--- config.mk ---
export PLATFORM = sky130hd
export DESIGN_NAME = srts_div
export DESIGN_NICKNAME = d
export VERILOG_FILES = /design/src/sv/srts_pkg.sv /design/src/sv/srts_div.sv
export SDC_FILE = /design/constraint.sdc
export NUM_CORES = 1
export LEC_CHECK = 0
export ABC_AREA = 1
export BUFFER_PORTS_ARGS = -buffer_cell sky130_fd_sc_hd__buf_2
export CORE_MARGIN = 2
export CORE_UTILIZATION = 40
export DETAILED_ROUTE_END_ITERATION = 8
export GPL_TIMING_DRIVEN = 0
export HOLD_SLACK_MARGIN = 0.15
export MAX_ROUTING_LAYER = met4
export PLACE_DENSITY = 0.59
export SETUP_SLACK_MARGIN = 0.1
export SLEW_MARGIN = 20
export SYNTH_ARGS = -nofsm -noshare
export SYNTH_HDL_FRONTEND = slang
export SYNTH_SLANG_ARGS = --single-unit
--- constraint.sdc ---
create_clock -name clk -period 23.6 [get_ports clk]
set_input_delay 5.9 -clock clk [delete_from_list [all_inputs] [get_ports clk]]
set_output_delay 5.9 -clock clk [all_outputs]
set_load 0.005 [all_outputs]
--- src/sv/srts_pkg.sv ---
// ---------------------------------------------------------------------------
// srts_pkg
// Shared widths, codes and types of the radix-to-text converter.
// ---------------------------------------------------------------------------
`default_nettype none

package srts_pkg;

    localparam int VALUE_WIDTH    = 32;
    localparam int MAX_SYMBOLS    = 16;
    localparam int IN_W           = 32;
    localparam int SYM_W          = 8;
    localparam int CFG_W          = 64;
    localparam int CFG_IDX_W      = 2;
    localparam int BASE_LEN_W     = 5;
    localparam int SYMS_PER_WORD  = CFG_W / SYM_W;
    localparam int DIGIT_W        = $clog2(MAX_SYMBOLS);
    localparam int RADIX_W        = DIGIT_W + 1;
    localparam int COUNT_W        = $clog2(VALUE_WIDTH + 1);
    localparam int IDX_W          = $clog2(VALUE_WIDTH);
    localparam int BITS_PER_CYCLE = 8;
    localparam int DIV_CYCLES     = (VALUE_WIDTH + BITS_PER_CYCLE - 1) / BITS_PER_CYCLE;
    localparam int PAD_W          = DIV_CYCLES * BITS_PER_CYCLE;
    localparam int STEP_W         = (DIV_CYCLES > 1) ? $clog2(DIV_CYCLES) : 1;

    typedef logic [CFG_IDX_W-1:0] cfg_idx_t;
    localparam cfg_idx_t REG_SYMBOLS_LOW  = cfg_idx_t'(0);
    localparam cfg_idx_t REG_SYMBOLS_HIGH = cfg_idx_t'(1);
    localparam cfg_idx_t REG_BASE_LENGTH  = cfg_idx_t'(2);

    typedef logic [SYM_W-1:0] symbol_t;
    typedef symbol_t [MAX_SYMBOLS-1:0] alphabet_t;

    localparam symbol_t MINUS_CHAR = 8'h2D;
    localparam symbol_t PLUS_CHAR  = 8'h2B;
    localparam symbol_t NUL_CHAR   = 8'h00;

    typedef enum logic [1:0] {
        ST_IDLE,
        ST_CHECK,
        ST_DIV,
        ST_EMIT
    } state_t;

    typedef struct packed {
        logic load;
        logic step;
        logic digit_end;
    } divctl_t;

    typedef struct packed {
        logic               quo_zero;
        logic [DIGIT_W-1:0] rem;
    } divres_t;

endpackage

`default_nettype wire

--- src/sv/srts_div.sv ---
// ---------------------------------------------------------------------------
// srts_div
// Shared restoring divider by the radix, several quotient bits per cycle.
// ---------------------------------------------------------------------------
`default_nettype none

module srts_div import srts_pkg::*;
(
    input  wire logic                   clk,
    input  wire logic [VALUE_WIDTH-1:0] value,
    input  wire logic [RADIX_W-1:0]     radix,
    input  wire divctl_t                ctl,
    output divres_t                     res
);

    logic [PAD_W-1:0]       shift_reg;
    logic [DIGIT_W-1:0]     rem_reg;
    logic [PAD_W-1:0]       shift_next;
    logic [DIGIT_W-1:0]     rem_next;
    logic [VALUE_WIDTH-1:0] magnitude;

    // two's complement magnitude; the most negative value maps to 2^(w-1)
    assign magnitude = value[VALUE_WIDTH-1] ? (~value + VALUE_WIDTH'(1)) : value;

    // dividend bits leave at the top, quotient bits enter at the bottom
    always_comb
    begin
        logic [RADIX_W-1:0] trial;
        logic [PAD_W-1:0]   sh;
        logic [DIGIT_W-1:0] rm;
        sh = shift_reg;
        rm = rem_reg;
        for (int k = 0; k < BITS_PER_CYCLE; k++)
        begin
            trial = {rm, sh[PAD_W-1]};
            sh    = {sh[PAD_W-2:0], 1'b0};
            if (trial >= radix)
            begin
                trial = trial - radix;
                sh[0] = 1'b1;
            end
            rm = trial[DIGIT_W-1:0];
        end
        shift_next = sh;
        rem_next   = rm;
    end

    always_ff @(posedge clk)
    begin
        if (ctl.load)
        begin
            shift_reg <= PAD_W'(magnitude);
            rem_reg   <= '0;
        end
        else if (ctl.step)
        begin
            shift_reg <= shift_next;
            rem_reg   <= ctl.digit_end ? '0 : rem_next;
        end
    end

    assign res.rem      = rem_next;
    assign res.quo_zero = (shift_next == '0);

endmodule

`default_nettype wire

# ---- Word level (Yosys, flattened, before mapping)
# Index checks and enable logic that the tools add are counted.
dict set report totals {
  regBits 36
  latch_bits 0
  mem_bits_rw 0
  romBits 0
  word_cells 42
  memories 0
}
dict set report op_classes {
  add_sub_neg 9
  multipliers 0
  div_mod_pow 0
  n_lt_le_gt_ge 8
  eq_ne 0
  shift 0
  muxes 20
  n_bitwise 1
  n_reduce_logical 2
}
# cell count
set op_table {}
lappend op_table {{$mux W32} 3}
lappend op_table {{$ge A5 B5 Y1} 8}
lappend op_table {{$mux W4} 9}
lappend op_table {{$add A32 B1 Y32 const B} 1}
lappend op_table {{$logic_not A32 Y1} 1}
lappend op_table {{$not A32 Y32} 1}
lappend op_table {{$sub A4 B4 Y4} 8}
lappend op_table {{$mux W1} 8}
lappend op_table {{$reduce_bool A2 Y1} 1}

# ---- Longest topological paths before layout
dict set report logic_depth {
  ltp_word 18
  mapped_depth 69
  ltp_nobuf 69
}

# ---- Worst setup path before layout
# Ideal clock, no wire load.
dict set report synth_timing {
  path_type {input -> output}
  from {input port radix[1]}
  to {output port res[1] (netlist bit)}
  t_arrival_ns 14.357
  slack_ns 3.343
  stages 65
  n_path_buf 0
  cell_sequence {inv_1 ha_1 nand2_1 inv_1 nand4_1 nand3_1 inv_1 nand2_1 o21ai_1 ha_1 nand2_1 inv_1 a21oi_1 nand3_1 inv_2 nand2_1 o21a_1 ha_1 [29 not listed] nor2_2 or2_2 and2_1 ha_1 nand2_1 inv_1 nand3_1 nand3_2 nor2_4 or2_1 and2_1 ha_1 a21oi_1 o21a_1 nand3_2 inv_1 or2_2 o21a_1}
}
# element line
set synth_rtl {}
lappend synth_rtl {{start: declaration} srts_div.sv:11} ;# input wire logic [RADIX_W-1:0] radix,
lappend synth_rtl {{end: declaration} srts_div.sv:13} ;# output divres_t res

==> results.py <==
metrics = {
    "synthesis": {
        "synth.most_common_cell": "nand2_1",
        "synth_compound_area_frac": 0.0896,
        "synthArstFlopShare": 0,
        "synth_edf_count": 32,
        "synthMuxAreaShare": 0,
        "synth_common_cells": "165 x nand2_1, 78 x inv_1, 52 x nand3_1, 48 x nor2_1, 41 x ha_1",
        "yosysSeqAreaShare": 0.238,
        "syn-num-nets": 712,
        "ys.flop_type": "edfxtp_1",
        "syn-instance-count": 622,
        "synth_area_per_cell_um2": 7.03,
        "synth.ff_latch_count": 36,
        "yosysWarnings": 0,
        "synth_top_area_cell": "edfxtp_1",
        "yosys.area_share.adder": 0.154,
        "synth_top_family_by_area": "simple AND/OR/NAND/NOR gates",
        "syn_area_um2": 4370,
        "synthDistinctLibCells": 43,
        "synth_top_area_share": 0.220,
        "synthXorXnorAreaFrac": 0.0641,
        "yosys.area_share.simple": 0.370,
        "synthTopCellsByArea": "edfxtp_1 22%, nand2_1 14%, ha_1 12%, inv_1 6.7%, nand3_1 6.0%",
    },
    "setup_path": {
        "critPathCapture": "res[4]",
        "reg2reg_to": "rem_reg[1]",
        "slowest_delay_ns": 0.48,
        "cp.required_ns": 17.70,
        "path_class": "in2out",
        "crit_fanout": 11,
        "r2r_cells": 65,
        "cpMostUsedCell": "nand2_1",
        "rrSetupSlack_ns": 13.12,
        "r2r-start": "rem_reg[3]",
        "cp_top_family": "simple AND/OR/NAND/NOR gates",
        "arrival_ns": 16.66,
        "crit_buf_inv": 15,
        "critPathSlowestCell": "inv_1",
        "critPathLaunch": "radix[1]",
        "end_kind": "primary output",
        "critical_path_depth": 67,
        "crit_path_start_kind": "primary input",
    },
    "detailed_routing": {
        "drt_iter0_markers": 248,
        "wl_mm": 11.9,
        "drtPass1Iterations": 5,
        "drtAntennaViolNets": 0,
        "drc": 0,
        "m1WireLength_mm": 5.36,
        "wl_per_cell_um": 14.6,
        "routed-wl-met2_mm": 5.93,
        "wl_met3_um": 337,
        "vias_per_cell": 5.14,
        "vias": 4175,
        "maxUsedRoutingLayer": "met4",
    },
    "placement": {
        "gp_congestion": 0.884,
        "port_buffers": 44,
        "dp_hpwl_mm": 9.86,
        "placed_cell_area_um2": 4770,
    },
    "finish": {
        "antenna_cells": 0,
        "layout-drive-gt1-share": 0.137,
        "largest_register_ffs": 32,
        "multi_input_area_um2": 2960,
        "syn2layout_area_growth_pct": 10.8,
        "nFillCells": 1141,
        "final_util": 0.451,
        "regArea_um2": 1040,
        "final_area_um2": 4840,
        "fin_nets": 763,
    },
    "clock_network": {
        "cts-root-buf": "clkbuf_8",
        "clk_pin_slew_ns": 0.07,
        "cts_hold_buffers": 0,
        "ctsResizeCount": 0,
        "htreeDepth": 2,
        "postCtsSetupBuffers": 0,
        "cts_tree": "done",
        "clkSinkCount": 36,
        "cts_max_path_buffers": 2,
        "insertion_delay_ns": 0.29,
        "cts_made_buffers": 5,
    },
    "sta": {
        "slew_violations": 0,
        "fmax_ghz": 0.0443,
        "setup_tns_ns": 0,
        "finalHoldViolations": 0,
        "slew_headroom": 0.568,
        "worstMarginPinSlew_ns": 0.647,
        "rsz0062_at_grt": "no",
        "setup_viol": 0,
        "fin_crit_ns": 22.56,
        "clock_skew_ns": 0.00837,
        "period_share": 0.956,
    },
    "floorplan": {
        "die_w_um": 109,
        "die_h_um": 109,
        "die-area_um2": 11800,
        "io_pins": 46,
        "num_rows": 38,
        "initial_utilization": 0.407,
        "core_area_um2": 10700,
    },
    "run_status": {
        "status": "finished, final reports clean",
    },
    "grt": {
        "grt_pass1_wl_mm": 19.2,
        "grt_util_all_layers": 0.215,
        "grt_max_degree": 33,
        "grt-ovfl-total": 0,
        "grt_pass1_vias": 4117,
        "antenna_found_initial": 0,
    },
    "worst_hold_path": {
        "hp-class": "reg2reg",
    },
    "flow_run": {
        "drv_cap": 0,
    },
}
==> metrics by stage <==
stage          hold WS, ns  instances  setup slack, ns
2_1_floorplan        0.430        622             3.34
3_3_place_gp         0.457        806             1.51
3_5_place_dp         0.461        806             1.21
4_1_cts              0.473        813             1.19
5_1_grt              0.520        813            0.152
6_report             0.474        813             1.04
==> metal layers <==
| metal | vias to the layer above | GRT usage |
|---|---|---|
| met5 | - | - |
| met1 | 1912 | 0.254 |
| met3 | 17 | 0.0187 |
| met2 | 83 | 0.386 |
| li1 | 2163 | - |
| met4 | 0 | 0.0641 |
==> worst min path at each step <==
stage,start,endpoint,depth (start not counted)
detailed placement,rem_reg[3],rem_reg[3],2
floorplan,rem_reg[3],rem_reg[3],2
finish,rem_reg[3],rem_reg[3],2
CTS,rem_reg[3],rem_reg[3],2
global placement,rem_reg[3],rem_reg[3],2
global route,rem_reg[1],rem_reg[1],2
==> cells in the final DEF, fill, tap and decap left out, types with 21 or more instances in the layout <==
cell type,synthesis,routed
nand3_1,52,52
edfxtp_1,32,32
nand2_1,165,165
xor2_1,22,22
buf_2,4,48
inv_1,78,77
nor2_1,48,48
nand4_1,25,25
o21ai_0,21,21
ha_1,41,41
==> cells by family after synthesis <==
| group | count (synthesis) |
|---|---|
| buffers and inverters | 94 |
| xor gates and xnor gates | 32 |
| adders and majority gates | 49 |
| and+or+nand+nor | 344 |
| DFF | 36 |
| AOI/OAI and AO/OA | 67 |
==> area by class of cell <==
cell class	count	share of cell area
multi-input cells	492	0.611
flip-flops and latches	36	0.215
inverters	84	0.0651
repair buffers	44	0.0455
well taps	140	0.0362
clock buffers	5	0.0142
plain buffers	10	0.0111
clock inverters	2	0.00155
==> worst register-to-register path: cells and delay by family, from the launching register on <==
kind	cells	cell delay (ns)
simple gates	39	5.21
compound gates	6	0.96
fa+ha+maj	8	2.51
flops	1	0.33
buf+inv	12	1.37
Power is left out: the tool's default activity adds up to more than one toggle a clock period on the data nets, which glitch-free logic cannot reach.
