File: src/sv/srts_pkg.sv
// ---------------------------------------------------------------------------
// srts_pkg
// Shared widths, codes and types of the radix-to-text converter.
// ---------------------------------------------------------------------------
`default_nettype none

package srts_pkg;

    localparam int VALUE_WIDTH    = 32;
    localparam int MAX_SYMBOLS    = 16;
    localparam int IN_W           = 32;
    localparam int SYM_W          = 8;
    localparam int CFG_W          = 64;
    localparam int CFG_IDX_W      = 2;
    localparam int BASE_LEN_W     = 5;
    localparam int SYMS_PER_WORD  = CFG_W / SYM_W;
    localparam int DIGIT_W        = $clog2(MAX_SYMBOLS);
    localparam int RADIX_W        = DIGIT_W + 1;
    localparam int COUNT_W        = $clog2(VALUE_WIDTH + 1);
    localparam int IDX_W          = $clog2(VALUE_WIDTH);
    localparam int BITS_PER_CYCLE = 8;
    localparam int DIV_CYCLES     = (VALUE_WIDTH + BITS_PER_CYCLE - 1) / BITS_PER_CYCLE;
    localparam int PAD_W          = DIV_CYCLES * BITS_PER_CYCLE;
    localparam int STEP_W         = (DIV_CYCLES > 1) ? $clog2(DIV_CYCLES) : 1;

    typedef logic [CFG_IDX_W-1:0] cfg_idx_t;
    localparam cfg_idx_t REG_SYMBOLS_LOW  = cfg_idx_t'(0);
    localparam cfg_idx_t REG_SYMBOLS_HIGH = cfg_idx_t'(1);
    localparam cfg_idx_t REG_BASE_LENGTH  = cfg_idx_t'(2);

    typedef logic [SYM_W-1:0] symbol_t;
    typedef symbol_t [MAX_SYMBOLS-1:0] alphabet_t;

    localparam symbol_t MINUS_CHAR = 8'h2D;
    localparam symbol_t PLUS_CHAR  = 8'h2B;
    localparam symbol_t NUL_CHAR   = 8'h00;

    typedef enum logic [1:0] {
        ST_IDLE,
        ST_CHECK,
        ST_DIV,
        ST_EMIT
    } state_t;

    typedef struct packed {
        logic load;
        logic step;
        logic digit_end;
    } divctl_t;

    typedef struct packed {
        logic               quo_zero;
        logic [DIGIT_W-1:0] rem;
    } divres_t;

endpackage

`default_nettype wire

File: src/sv/srts_cfg.sv
// ---------------------------------------------------------------------------
// srts_cfg
// Configuration registers and alphabet validity check.
// ---------------------------------------------------------------------------
`default_nettype none

module srts_cfg import srts_pkg::*;
(
    input  wire logic               clk,
    input  wire logic               rst_n,
    input  wire logic               cfg_write,
    input  wire cfg_idx_t           cfg_index,
    input  wire logic [CFG_W-1:0]   cfg_data,
    output alphabet_t               alphabet,
    output logic [RADIX_W-1:0]      radix,
    output logic                    base_ok
);

    logic [CFG_W-1:0]      sym_low_reg;
    logic [CFG_W-1:0]      sym_high_reg;
    logic [BASE_LEN_W-1:0] base_len_reg;
    logic [2*CFG_W-1:0]    sym_flat;
    logic                  bad;

    always_ff @(posedge clk or negedge rst_n)
    begin
        if (!rst_n)
        begin
            sym_low_reg  <= '0;
            sym_high_reg <= '0;
            base_len_reg <= '0;
        end
        else if (cfg_write)
        begin
            case (cfg_index)
                REG_SYMBOLS_LOW:  sym_low_reg  <= cfg_data;
                REG_SYMBOLS_HIGH: sym_high_reg <= cfg_data;
                REG_BASE_LENGTH:  base_len_reg <= cfg_data[BASE_LEN_W-1:0];
                default:          ;
            endcase
        end
    end

    assign sym_flat = {sym_high_reg, sym_low_reg};

    always_comb
    begin
        for (int i = 0; i < MAX_SYMBOLS; i++)
        begin
            alphabet[i] = sym_flat[i*SYM_W +: SYM_W];
        end
    end

    // symbols past the length are don't-care; j > i in use implies i in use
    always_comb
    begin
        bad = (base_len_reg < BASE_LEN_W'(2)) || (base_len_reg > BASE_LEN_W'(MAX_SYMBOLS));
        for (int i = 0; i < MAX_SYMBOLS; i++)
        begin
            if (BASE_LEN_W'(i) < base_len_reg)
            begin
                if (alphabet[i] == NUL_CHAR || alphabet[i] == PLUS_CHAR ||
                    alphabet[i] == MINUS_CHAR)
                begin
                    bad = 1'b1;
                end
                for (int j = i + 1; j < MAX_SYMBOLS; j++)
                begin
                    if (BASE_LEN_W'(j) < base_len_reg && alphabet[i] == alphabet[j])
                    begin
                        bad = 1'b1;
                    end
                end
            end
        end
    end

    assign base_ok = !bad;
    assign radix   = base_len_reg[RADIX_W-1:0];

endmodule

`default_nettype wire

File: config.mk
export PLATFORM = sky130hd
export DESIGN_NAME = srts_cfg
export DESIGN_NICKNAME = d
export VERILOG_FILES = /design/src/sv/srts_pkg.sv /design/src/sv/srts_cfg.sv
export SDC_FILE = /design/constraint.sdc
export NUM_CORES = 1
export LEC_CHECK = 0
export BUFFER_PORTS_ARGS = -buffer_cell sky130_fd_sc_hd__buf_4
export CAP_MARGIN = 5
export CORE_MARGIN = 1
export CORE_UTILIZATION = 32
export CTS_BUF_LIST = sky130_fd_sc_hd__clkbuf_8
export DETAILED_ROUTE_END_ITERATION = 7
export GPL_TIMING_DRIVEN = 0
export MAX_ROUTING_LAYER = met4
export PLACE_DENSITY = 0.61
export SLEW_MARGIN = 20
export SYNTH_ARGS = -nofsm -noshare
export SYNTH_HDL_FRONTEND = slang
export SYNTH_SLANG_ARGS = --single-unit
File: constraint.sdc
create_clock -name clk -period 2.3 [get_ports clk]
set_clock_uncertainty 0.05 [all_clocks]
set_input_delay 0.46 -clock clk [delete_from_list [all_inputs] [get_ports clk]]
set_output_delay 0.46 -clock clk [all_outputs]
set_load 0.02 [all_outputs]
Yosys cells after proc, flatten, opt, wreduce, memory -nomap -nowiden --
Cells that the tools add are included.
Word-level totals: flip-flop bits (word level) 133, input port bits 69
Cells by class: $lt $le $gt $ge 18, eq/ne operators 154, mux-type cells 152, reduce and logical (&&, ||, !) cells 174
Operators with widths (number):
- $eq 8x8->1 | 120
- $eq 8x6->1 const B | 32
- $mux 1 | 152
- $logic_not 8->1 | 16
- $logic_and 1x1->1 | 120
- $lt 4x5->1 const A | 8
- $logic_or 1x1->1 | 33
- $lt 3x5->1 const A | 4
- $lt 1x5->1 const A | 2
- $lt 2x5->1 const A | 2
- $reduce_and 2->1 | 3
- $gt 5x5->1 const B | 1
- $lt 5x2->1 const B | 1
- $eq 2x1->1 const B | 1
- $eq 2x2->1 const B | 1
- $logic_not 2->1 | 1
- $logic_not 1->1 | 1

Longest topological paths before layout --
Gate-level depths: netlist (run 1).
word-level depth 156, depth in mapped cells 10

Worst setup path before layout (run 1) --
No wires, ideal clock.
path type register -> output, start register base_len_reg[1] (netlist: radix[1]), end output base_ok, arrival time 2381 ps, data required time 1790 ps, slack -591 ps, cell stages (with the launch flop) 11, buffers on the path 2, path through dfrtp_1 buf_6 or2_4 a31oi_4 buf_6 nor3_2 a41oi_2 a31oi_1 nor4_1 nand4_1 nor4_2
Between the ends: cells in the longest elaborated chain, start to end 155, elaborated cells on any way between the ends 292, those cells by class 18 x order compare; 152 x mux; 122 x reduce/logical
Ends and longest elaborated chain:
- start: declaration | RTL line srts_cfg.sv:21 | logic [BASE_LEN_W-1:0] base_len_reg;
- start signal: assignment | RTL line srts_cfg.sv:38 | REG_BASE_LENGTH: base_len_reg <= cfg_data[BASE_LEN_W-1:0];
- $lt 5x2->1 or $gt 5x5->1 (tied branches) | RTL line srts_cfg.sv:57 | bad = (base_len_reg < BASE_LEN_W'(2)) || (base_len_reg > BASE_LEN_W'(MAX_SYMBOLS));
- $logic_or 1x1->1 | RTL line srts_cfg.sv:57
- $mux 1 | RTL line srts_cfg.sv:62 | if (alphabet[i] == NUL_CHAR || alphabet[i] == PLUS_CHAR ||
- $mux 1 (15 in series) | RTL line srts_cfg.sv:69 | if (BASE_LEN_W'(j) < base_len_reg && alphabet[i] == alphabet[j])
- $mux 1 | RTL line srts_cfg.sv:60 | if (BASE_LEN_W'(i) < base_len_reg)
- $mux 1 | RTL line srts_cfg.sv:62
- $mux 1 (14 in series) | RTL line srts_cfg.sv:69
- $mux 1 | RTL line srts_cfg.sv:60
- [111 not listed]
- $mux 1 (2 in series) | RTL line srts_cfg.sv:69
- $mux 1 | RTL line srts_cfg.sv:60
- $mux 1 | RTL line srts_cfg.sv:62
- $mux 1 | RTL line srts_cfg.sv:69
- $mux 1 | RTL line srts_cfg.sv:60
- $mux 1 | RTL line srts_cfg.sv:62
- $mux 1 (*) | RTL line srts_cfg.sv:60
- $logic_not 1->1 (*) | RTL line srts_cfg.sv:78 | assign base_ok = !bad;
- end: declaration | RTL line srts_cfg.sv:16 | output logic base_ok
Mark *: on every way between the ends. The rest lies on a longest branch, timed or not.

Worst setup path in the final report (run 1) --
start register sym_high_reg[35], end output base_ok
Between the ends: cells in the longest elaborated chain, start to end 143, elaborated cells on any way between the ends 176, those cells by class 17 x eq/ne; 140 x mux; 19 x reduce/logical
Ends and longest elaborated chain:
- start: declaration | RTL line srts_cfg.sv:20 | logic [CFG_W-1:0] sym_high_reg;
- start signal: assignment | RTL line srts_cfg.sv:37 | REG_SYMBOLS_HIGH: sym_high_reg <= cfg_data;
- $eq 8x8->1 | RTL line srts_cfg.sv:69
- $logic_and 1x1->1 | RTL line srts_cfg.sv:69
- $mux 1 (4 in series) | RTL line srts_cfg.sv:69
- $mux 1 | RTL line srts_cfg.sv:60
- $mux 1 | RTL line srts_cfg.sv:62
- $mux 1 (14 in series) | RTL line srts_cfg.sv:69
- $mux 1 | RTL line srts_cfg.sv:60
- $mux 1 | RTL line srts_cfg.sv:62
- [110 not listed]
- $mux 1 (2 in series) | RTL line srts_cfg.sv:69
- $mux 1 (*) | RTL line srts_cfg.sv:60
- $mux 1 | RTL line srts_cfg.sv:62
- $mux 1 | RTL line srts_cfg.sv:69
- $mux 1 (*) | RTL line srts_cfg.sv:60
- $mux 1 | RTL line srts_cfg.sv:62
- $mux 1 (*) | RTL line srts_cfg.sv:60
- $logic_not 1->1 (*) | RTL line srts_cfg.sv:78
Marked as above.

==> metrics.txt, run 1 <==
# TYPE chip_impl_metric gauge
chip_impl_metric{name="power-per-cell-area",unit="nW/µm²"} 982
chip_impl_metric{name="timing.final.crit_period",unit="ps"} 4010
chip_impl_info{name="critical_path.reg2reg.startpoint",value="radix[4]"} 1
chip_impl_metric{name="grt.total_usage",unit="%"} 39.3
chip_impl_metric{name="data_required_time_at_the_worst_endpoint",unit="ps"} 1790
chip_impl_metric{name="achievable_clock_frequency",unit="MHz"} 249
chip_impl_info{name="crit_chain",value="buf_4 > buf_6 > xor2_1 > nor4_1 > a31oi_1 > nand4_1 > o21ai_1 > nand4_1 > nor4_4 > buf_4"} 1
chip_impl_metric{name="register_area",unit="µm²"} 3350
chip_impl_metric{name="sequential_group_share_of_total_power",unit="%"} 14.3
chip_impl_metric{name="first_global_vias",unit=""} 17828
chip_impl_metric{name="postLayoutSetupSlackWorst",unit="ps"} -1710
chip_impl_metric{name="dpl.cell_count",unit=""} 2973
chip_impl_metric{name="path_depth",unit=""} 10
chip_impl_metric{name="cts_num_sinks",unit=""} 133
chip_impl_metric{name="highest_fanout_seen_on_the_critical_path",unit=""} 10
chip_impl_metric{name="floorplan.die_area",unit="µm²"} 57000
chip_impl_info{name="mostFrequentLayoutCell",value="sky130_fd_sc_hd__xnor2_1"} 1
chip_impl_metric{name="io_buffers",unit=""} 202
chip_impl_metric{name="power.share.switching",unit="%"} 53.6
chip_impl_info{name="criticalPathCategory",value="reg -> out"} 1
chip_impl_info{name="status",value="finished, violations left"} 1
chip_impl_metric{name="dieHeight",unit="µm"} 239
chip_impl_metric{name="netlist_area",unit="µm²"} 17900
chip_impl_info{name="cts_root_buffer",value="sky130_fd_sc_hd__clkbuf_8"} 1
chip_impl_metric{name="route.detailed.drc",unit=""} 0
chip_impl_metric{name="dpl_cell_area",unit="µm²"} 20600
chip_impl_metric{name="synth_enable_flop_cells",unit=""} 0
chip_impl_info{name="yosysTopAreaCell",value="sky130_fd_sc_hd__xnor2_1"} 1
chip_impl_metric{name="grt_first_pass_wirelength",unit="µm"} 148000
chip_impl_metric{name="drt_pass1_iterations",unit=""} 6
chip_impl_info{name="failing_checks",value="negative setup slack"} 1
chip_impl_metric{name="detailedPlace.worstSlack",unit="ps"} -1740
chip_impl_metric{name="power_report.internal_total",unit="µW"} 10300
chip_impl_info{name="synth_area_leaders",value="sky130_fd_sc_hd__xnor2_1, sky130_fd_sc_hd__dfrtp_1, sky130_fd_sc_hd__xor2_1, sky130_fd_sc_hd__mux2_2, sky130_fd_sc_hd__buf_2"} 1
chip_impl_metric{name="synth-async-reset-ratio",unit="%"} 100
chip_impl_metric{name="number_of_standard_cells_in_the_final_layout_excluding_fillers",unit=""} 3078
chip_impl_metric{name="floorplan.initialDensity",unit="%"} 32.5
chip_impl_metric{name="synthDominantCellAreaShare",unit="%"} 33.3
chip_impl_metric{name="rr_worst_depth",unit=""} 4
chip_impl_metric{name="detail_route.iter0.violations",unit=""} 2539
chip_impl_metric{name="grt_max_degree",unit=""} 81
chip_impl_metric{name="tightest_slew",unit="ps"} 1170
chip_impl_metric{name="ir_drop",unit="µV"} 438
chip_impl_metric{name="dieWidth",unit="µm"} 239
chip_impl_info{name="cp_top_family",value="simple AND/OR/NAND/NOR gates"} 1
chip_impl_metric{name="route.antenna.remaining_nets",unit=""} 0
chip_impl_info{name="hp-class",value="in -> reg"} 1
chip_impl_metric{name="crit_arrival",unit="ps"} 3500
chip_impl_metric{name="relSlewSlack",unit="%"} 22.1
chip_impl_metric{name="layout-drive-gt1-share",unit="%"} 32.9
chip_impl_metric{name="grt_antenna_before_repair",unit=""} 3
chip_impl_metric{name="holdPathStages",unit=""} 2
chip_impl_metric{name="worst-path-buf-inv",unit=""} 3
chip_impl_metric{name="num_vias",unit=""} 18613
chip_impl_info{name="mostFrequentLayoutCells",value="sky130_fd_sc_hd__xnor2_1, sky130_fd_sc_hd__buf_4, sky130_fd_sc_hd__xor2_1, sky130_fd_sc_hd__nand4_1, sky130_fd_sc_hd__mux2_2"} 1
chip_impl_metric{name="min_period_over_period",unit="%"} 174
chip_impl_metric{name="timing.critical_path.slowest_cell_delay",unit="ps"} 550
chip_impl_metric{name="post_drt_via_cell_ratio",unit=""} 6.05
chip_impl_metric{name="floorplan.io_pins",unit=""} 203
chip_impl_metric{name="clk_latency",unit="ps"} 570
chip_impl_info{name="worstSetupEndpoint",value="base_ok"} 1
chip_impl_metric{name="total_switching_power",unit="µW"} 11900
chip_impl_metric{name="power.combinational.fraction",unit="%"} 76.6
chip_impl_info{name="tritoncts",value="yes"} 1
chip_impl_metric{name="design.core.area",unit="µm²"} 55200
chip_impl_metric{name="globalRoute.totalOverflow",unit=""} 0
chip_impl_metric{name="final-hold-violation-count",unit=""} 0
chip_impl_metric{name="gpl.final_weighted_congestion",unit=""} 1.02
chip_impl_metric{name="max_cap_viol_count",unit=""} 0
chip_impl_metric{name="clock_tree.buffer_depth",unit=""} 2
chip_impl_metric{name="finalMaxSlewViolations",unit=""} 0
chip_impl_metric{name="syn_inst",unit=""} 2022
chip_impl_info{name="worst_setup_path_end_kind",value="output port"} 1
chip_impl_metric{name="num-nets-final",unit=""} 2382
chip_impl_info{name="critPathLaunchType",value="flop"} 1
chip_impl_metric{name="placement_rows",unit=""} 86
chip_impl_info{name="rsz_0062_raised_after_global_routing",value="true"} 1
chip_impl_metric{name="fillers",unit=""} 5444
chip_impl_metric{name="postSynthNetCount",unit=""} 2091
chip_impl_metric{name="cts_max_level",unit=""} 4
chip_impl_metric{name="final_util",unit="%"} 40.9
chip_impl_metric{name="wl_per_cell",unit="µm"} 35.8
chip_impl_info{name="rr_endpoint",value="radix[4]"} 1
chip_impl_metric{name="clkSlewWorstSetupHoldPaths",unit="ps"} 100
chip_impl_metric{name="synth_seq_area_share",unit="%"} 18.5
chip_impl_metric{name="multi_input_comb_area",unit="µm²"} 13400
chip_impl_metric{name="p_leak",unit="µW"} 0.00822
chip_impl_metric{name="final_design_area_no_fill",unit="µm²"} 22600
chip_impl_metric{name="ys_ff_latch",unit=""} 133
chip_impl_info{name="postSynth.topFlopCell",value="sky130_fd_sc_hd__dfrtp_1"} 1
chip_impl_metric{name="worst-r2r-setup-slack",unit="ps"} 460
chip_impl_metric{name="total_power",unit="µW"} 22200
chip_impl_metric{name="number_of_distinct_library_cells_after_synthesis",unit=""} 43
chip_impl_metric{name="hpwl",unit="µm"} 75700
chip_impl_metric{name="drt-total-wl",unit="µm"} 110000
chip_impl_metric{name="tritoncts_buffers",unit=""} 17
chip_impl_metric{name="syn_area_per_cell",unit="µm²"} 8.87
chip_impl_info{name="crit_path_top_delay_cell",value="sky130_fd_sc_hd__dfrtp_1"} 1
chip_impl_metric{name="p_clk_share",unit="%"} 9.0
chip_impl_metric{name="finalSetupViolations",unit=""} 3
chip_impl_metric{name="synth.yosys.warnings",unit=""} 0
chip_impl_metric{name="synthToLayoutAreaGrowth",unit="%"} 25.9
chip_impl_info{name="crit_start",value="sym_high_reg[35]"} 1
[metrics by stage]
step	TNS (ps)	hold WS [ps]
after global placement	-62800	637
after detailed placement	-35250	355
after floorplan	-433	114
after global routing	-1710	44.4
after CTS	-1710	4.31
final	-1710	68.3
[power groups by stage]
stage               clock (µW)  combinational, µW  sequential [µW]
global route              2140              17400             3210
detailed placement           0              15100             3190
floorplan                    0               9530             3630
global placement             0              14900             3180
finish                    2010              17000             3180
CTS                       2080              16000             3150
[logic make-up (layout without fill, tap and decap cells)]
family                 Yosys count  in the layout  synth area share (%)
AO/OA/AOI/OAI                   97             97                  3.81
XOR/XNOR                       976            976                  47.6
buffers and inverters          280            584                  8.35
flip-flops                     133            133                  18.5
multiplexers                   133            133                  8.35
other                            0              4                     0
AND/OR/NAND/NOR                403            403                  13.3
[layout make-up]
class	instances	area share [%]
diodes	4	0.0443
plain buffers	278	10.2
flip-flops and latches	133	14.8
well taps	748	4.14
clock buffers	17	1.04
clock inverters	15	0.598
multi-input cells	1609	59.3
repair buffers	274	9.86
[synthesized netlist by cell type (all sizes together) (2+ instances only)]
master     n
a21o       2
a21oi     18
nand3     33
or2        4
or4       15
nor2      12
clkbuf    16
nor4      92
o311ai     3
xnor2    683
a2111oi    3
o22ai     11
a31oi     39
o31ai      2
nand3b     2
mux2     133
dfrtp    133
nand4    165
nor3      71
o32ai      2
nand2      6
xor2     293
o21ai      4
a41oi      7
o211ai     2
buf      264
[worst min path at each step]
stage / start / endpoint / slack, ps
finish: cfg_data[38] / sym_high_reg[38] / 70
global route: cfg_data[38] / sym_high_reg[38] / 40
CTS: cfg_data[38] / sym_high_reg[38] / 4
detailed placement: rst_n / sym_low_reg[15] / 350
global placement: radix[1] / radix[1] / 640
floorplan: rst_n / radix[0] / 110
[what timing repair did]
action | in CTS | in global routing
endpoints found under the setup margin | 12 | 1
gates resized for setup | 192 | 94
pin swaps | 23 | 15
setup buffers | 33 | 36
hold buffers | 1 | 0
endpoints found under the hold margin | 53 | 0
gates cloned | 1 | 0
[worst register-to-register path, delay by kind of cell (launching register included)]
family | cells | cell delay (ps)
buffers and inverters | 3 | 1120
flip-flops | 1 | 410
multiplexers | 1 | 210
[metal layers]
layer  wire [µm]  global-route usage, %  up-vias
met1       43600                   49.2     9291
met3       11600                   9.41      424
li1            -                      -     7419
met2       47300                   57.0     1479
met4        7830                   23.2        0
met5           0                      -        -
Power figures use the tool's default switching activity.
==> run 2, diff against run 1 <==
--- a/config.mk
+++ b/config.mk
@@ -7,12 +7,11 @@
 export LEC_CHECK = 0
 export BUFFER_PORTS_ARGS = -buffer_cell sky130_fd_sc_hd__buf_4
 export CAP_MARGIN = 5
-export CORE_MARGIN = 1
+export CORE_MARGIN = 2
 export CORE_UTILIZATION = 32
 export CTS_BUF_LIST = sky130_fd_sc_hd__clkbuf_8
 export DETAILED_ROUTE_END_ITERATION = 7
 export GPL_TIMING_DRIVEN = 0
-export MAX_ROUTING_LAYER = met4
 export PLACE_DENSITY = 0.61
 export SLEW_MARGIN = 20
 export SYNTH_ARGS = -nofsm -noshare
==> constraint.sdc (replaced) <==
create_clock -name clk -period 2.3 [get_ports clk]
set_clock_uncertainty 0.05 [all_clocks]
set_input_delay 0 -clock clk [delete_from_list [all_inputs] [get_ports clk]]
set_output_delay 0 -clock clk [all_outputs]
set_load 0.02 [all_outputs]
==> run 2 against run 1 <==
  * Die area up 1.7%
  * The run still ends with negative setup slack left
  * Sequential share of layout area about the same
  * Non-clock buffer count up 32
  * Combinational power down 4%
  * Critical path type unchanged
  * Sequential power down 2%
  * Largest power group unchanged
  * Register-to-register slack about the same
  * Highest routed layer is now met5
  * Power down 1.4%
==> metrics.txt, run 2 (synthesized netlist as in run 1, its figures left out) <==
# TYPE chip_impl_metric gauge
chip_impl_metric{name="number_of_standard_cells_in_the_final_layout_excluding_fillers",unit=""} 3106
chip_impl_metric{name="gpl.final_weighted_congestion",unit=""} 1.03
chip_impl_metric{name="groute.layer.met3.usage",unit="%"} 12.2
chip_impl_metric{name="min_period_over_period",unit="%"} 158
chip_impl_metric{name="layout-drive-gt1-share",unit="%"} 30.0
chip_impl_metric{name="grt_first_pass_wirelength",unit="µm"} 146000
chip_impl_metric{name="achievable_clock_frequency",unit="MHz"} 275
chip_impl_metric{name="detail_route.iter0.violations",unit=""} 2298
chip_impl_metric{name="total_power",unit="µW"} 21900
chip_impl_info{name="crit_chain",value="buf_2 > buf_4 > xor2_1 > nor4_1 > nand4_1 > a21oi_1 > nor4_4 > nand4_1 > nor4_4 > buf_4"} 1
chip_impl_metric{name="timing.critical_path.slowest_cell_delay",unit="ps"} 430
chip_impl_metric{name="dpl.cell_count",unit=""} 2973
chip_impl_info{name="crit_path_top_delay_cell",value="sky130_fd_sc_hd__nor4_4"} 1
chip_impl_metric{name="tightest_slew",unit="ps"} 1250
chip_impl_metric{name="io_buffers",unit=""} 202
chip_impl_metric{name="met2_usage",unit="%"} 54.5
chip_impl_info{name="tritoncts",value="yes"} 1
chip_impl_metric{name="finalMaxSlewViolations",unit=""} 0
chip_impl_metric{name="drt-total-wl",unit="µm"} 106000
chip_impl_metric{name="cts_num_sinks",unit=""} 133
chip_impl_metric{name="clk_latency",unit="ps"} 570
chip_impl_info{name="critPathLaunchType",value="flop"} 1
chip_impl_metric{name="placement_rows",unit=""} 86
chip_impl_metric{name="ir_drop",unit="µV"} 471
chip_impl_metric{name="dieHeight",unit="µm"} 241
chip_impl_metric{name="detailedPlace.worstSlack",unit="ps"} -1610
chip_impl_info{name="failing_checks",value="negative setup slack"} 1
chip_impl_metric{name="num-nets-final",unit=""} 2414
chip_impl_metric{name="timing.final.crit_period",unit="ps"} 3640
chip_impl_metric{name="max_cap_viol_count",unit=""} 0
chip_impl_metric{name="clock_tree.buffer_depth",unit=""} 2
chip_impl_metric{name="p_leak",unit="µW"} 0.00820
chip_impl_metric{name="multi_input_comb_area",unit="µm²"} 13300
chip_impl_metric{name="clkSlewWorstSetupHoldPaths",unit="ps"} 90
chip_impl_metric{name="finalSetupViolations",unit=""} 1
chip_impl_metric{name="first_global_vias",unit=""} 18538
chip_impl_metric{name="power-per-cell-area",unit="nW/µm²"} 970
chip_impl_metric{name="number_of_antenna_repair_diodes",unit=""} 0
chip_impl_info{name="worst_setup_path_end_kind",value="output port"} 1
chip_impl_metric{name="wl_per_cell",unit="µm"} 34.3
chip_impl_metric{name="floorplan.initialDensity",unit="%"} 32.4
chip_impl_metric{name="highest_fanout_seen_on_the_critical_path",unit=""} 10
chip_impl_info{name="criticalPathCategory",value="reg -> out"} 1
chip_impl_metric{name="tritoncts_buffers",unit=""} 17
chip_impl_metric{name="grt_antenna_before_repair",unit=""} 1
chip_impl_metric{name="final-hold-violation-count",unit=""} 0
chip_impl_metric{name="dieWidth",unit="µm"} 241
chip_impl_metric{name="floorplan.die_area",unit="µm²"} 58000
chip_impl_metric{name="synthToLayoutAreaGrowth",unit="%"} 25.9
chip_impl_metric{name="globalRoute.totalOverflow",unit=""} 0
chip_impl_info{name="hp-class",value="in -> reg"} 1
chip_impl_metric{name="route.detailed.drc",unit=""} 0
chip_impl_info{name="top_usage_layer",value="met2"} 1
chip_impl_metric{name="post_drt_via_cell_ratio",unit=""} 5.99
chip_impl_info{name="cts_root_buffer",value="sky130_fd_sc_hd__clkbuf_8"} 1
chip_impl_metric{name="grt.met1_usage",unit="%"} 43.6
chip_impl_metric{name="register_area",unit="µm²"} 3340
chip_impl_metric{name="relSlewSlack",unit="%"} 16.8
chip_impl_metric{name="hpwl",unit="µm"} 72700
chip_impl_metric{name="num_vias",unit=""} 18593
chip_impl_metric{name="fillers",unit=""} 5473
chip_impl_info{name="mostFrequentLayoutCell",value="sky130_fd_sc_hd__xnor2_1"} 1
chip_impl_info{name="mostFrequentLayoutCells",value="sky130_fd_sc_hd__xnor2_1, sky130_fd_sc_hd__buf_4, sky130_fd_sc_hd__xor2_1, sky130_fd_sc_hd__nand4_1, sky130_fd_sc_hd__mux2_2"} 1
chip_impl_metric{name="postLayoutSetupSlackWorst",unit="ps"} -1340
chip_impl_metric{name="crit_arrival",unit="ps"} 3590
chip_impl_metric{name="data_required_time_at_the_worst_endpoint",unit="ps"} 2250
chip_impl_metric{name="final_sum_of_negative_setup_slack",unit="ps"} -1340
chip_impl_metric{name="grt_max_degree",unit=""} 69
chip_impl_metric{name="design.core.area",unit="µm²"} 55300
chip_impl_info{name="status",value="finished, violations left"} 1
chip_impl_metric{name="cts_max_level",unit=""} 4
chip_impl_metric{name="route.antenna.remaining_nets",unit=""} 0
chip_impl_metric{name="final_util",unit="%"} 40.8
chip_impl_metric{name="grt.total_usage",unit="%"} 36.4
chip_impl_info{name="rsz_0062_raised_after_global_routing",value="true"} 1
chip_impl_metric{name="floorplan.io_pins",unit=""} 203
chip_impl_metric{name="drt_pass1_iterations",unit=""} 6
==> run 2: cell types whose count changed in the layout (fill, tap and decap cells not counted), sizes merged, moves of 4 or more <==
| cell | before | now |
|---|---|---|
| bufinv | 0 | 4 |
| diode | 4 | 0 |
| dlygate4sd3 | 1 | 72 |
| inv | 9 | 4 |
| buf | 507 | 486 |
| clkbuf | 60 | 43 |
==> run 2: final timing paths <==
| path | startpoint | endpoint | slack (ps) | cells after the start |
|---|---|---|---|---|
| min in group asynchronous | rst_n | sym_high_reg[6] | 470 | 3 |
| setup / recovery | sym_high_reg[48] | base_ok | -1340 | 10 |
| hold / removal | cfg_data[60] | sym_low_reg[60] | 160 | 3 |
| max in group asynchronous | rst_n | sym_low_reg[35] | 990 | 4 |
| setup reg to reg | radix[4] | radix[4] | 470 | 4 |
| hold reg to reg | sym_low_reg[3] | sym_low_reg[3] | 960 | 3 |
==> run 2: report_power, final <==
group | switching (µW) | total [µW] | internal [µW]
sequential | 330 | 3120 | 2790
clock | 1180 | 2400 | 1220
combinational | 10000 | 16400 | 6360
==> run 2: area by class of cell <==
| type | count | area share (%) |
|---|---|---|
| Multi-Input combinational cell | 1609 | 59.0 |
| Sequential cell | 133 | 14.8 |
| Timing Repair Buffer | 304 | 11.4 |
| Buffer | 280 | 8.74 |
| Tap cell | 748 | 4.14 |
| Clock buffer | 18 | 1.10 |
| Clock inverter | 14 | 0.870 |
==> run 2: critical path, delay by kind of cell (launching register included) <==
family	cells	cell delay (ps)
AO/OA/AOI/OAI	1	190
XOR/XNOR	1	180
buffers and inverters	3	990
flip-flops	1	380
AND/OR/NAND/NOR	5	1270
==> run 2: stage by stage <==
step | hold WS [ps] | area [µm²]
final | 157 | 22600
after detailed placement | -53.1 | 20500
after CTS | 115 | 22500
after floorplan | -346 | 18100
after global placement | 195 | 20500
after global routing | 156 | 22600
==> run 2: layer usage <==
metal	share of wire, %	vias up
met2	43	1387
met3	11	474
met1	38	9256
li1	-	7474
met5	0.015	-
met4	8.3	2
==> run 2: timing repair <==
action                                  in CTS  in global routing
cloned                                       1                  0
endpoints found under the setup margin       2                  1
setup buffers                               27                  1
hold buffers                                72                  0
pin swaps                                   18                  4
resized for setup                          152                 22
hold endpoints to repair                   266                  0
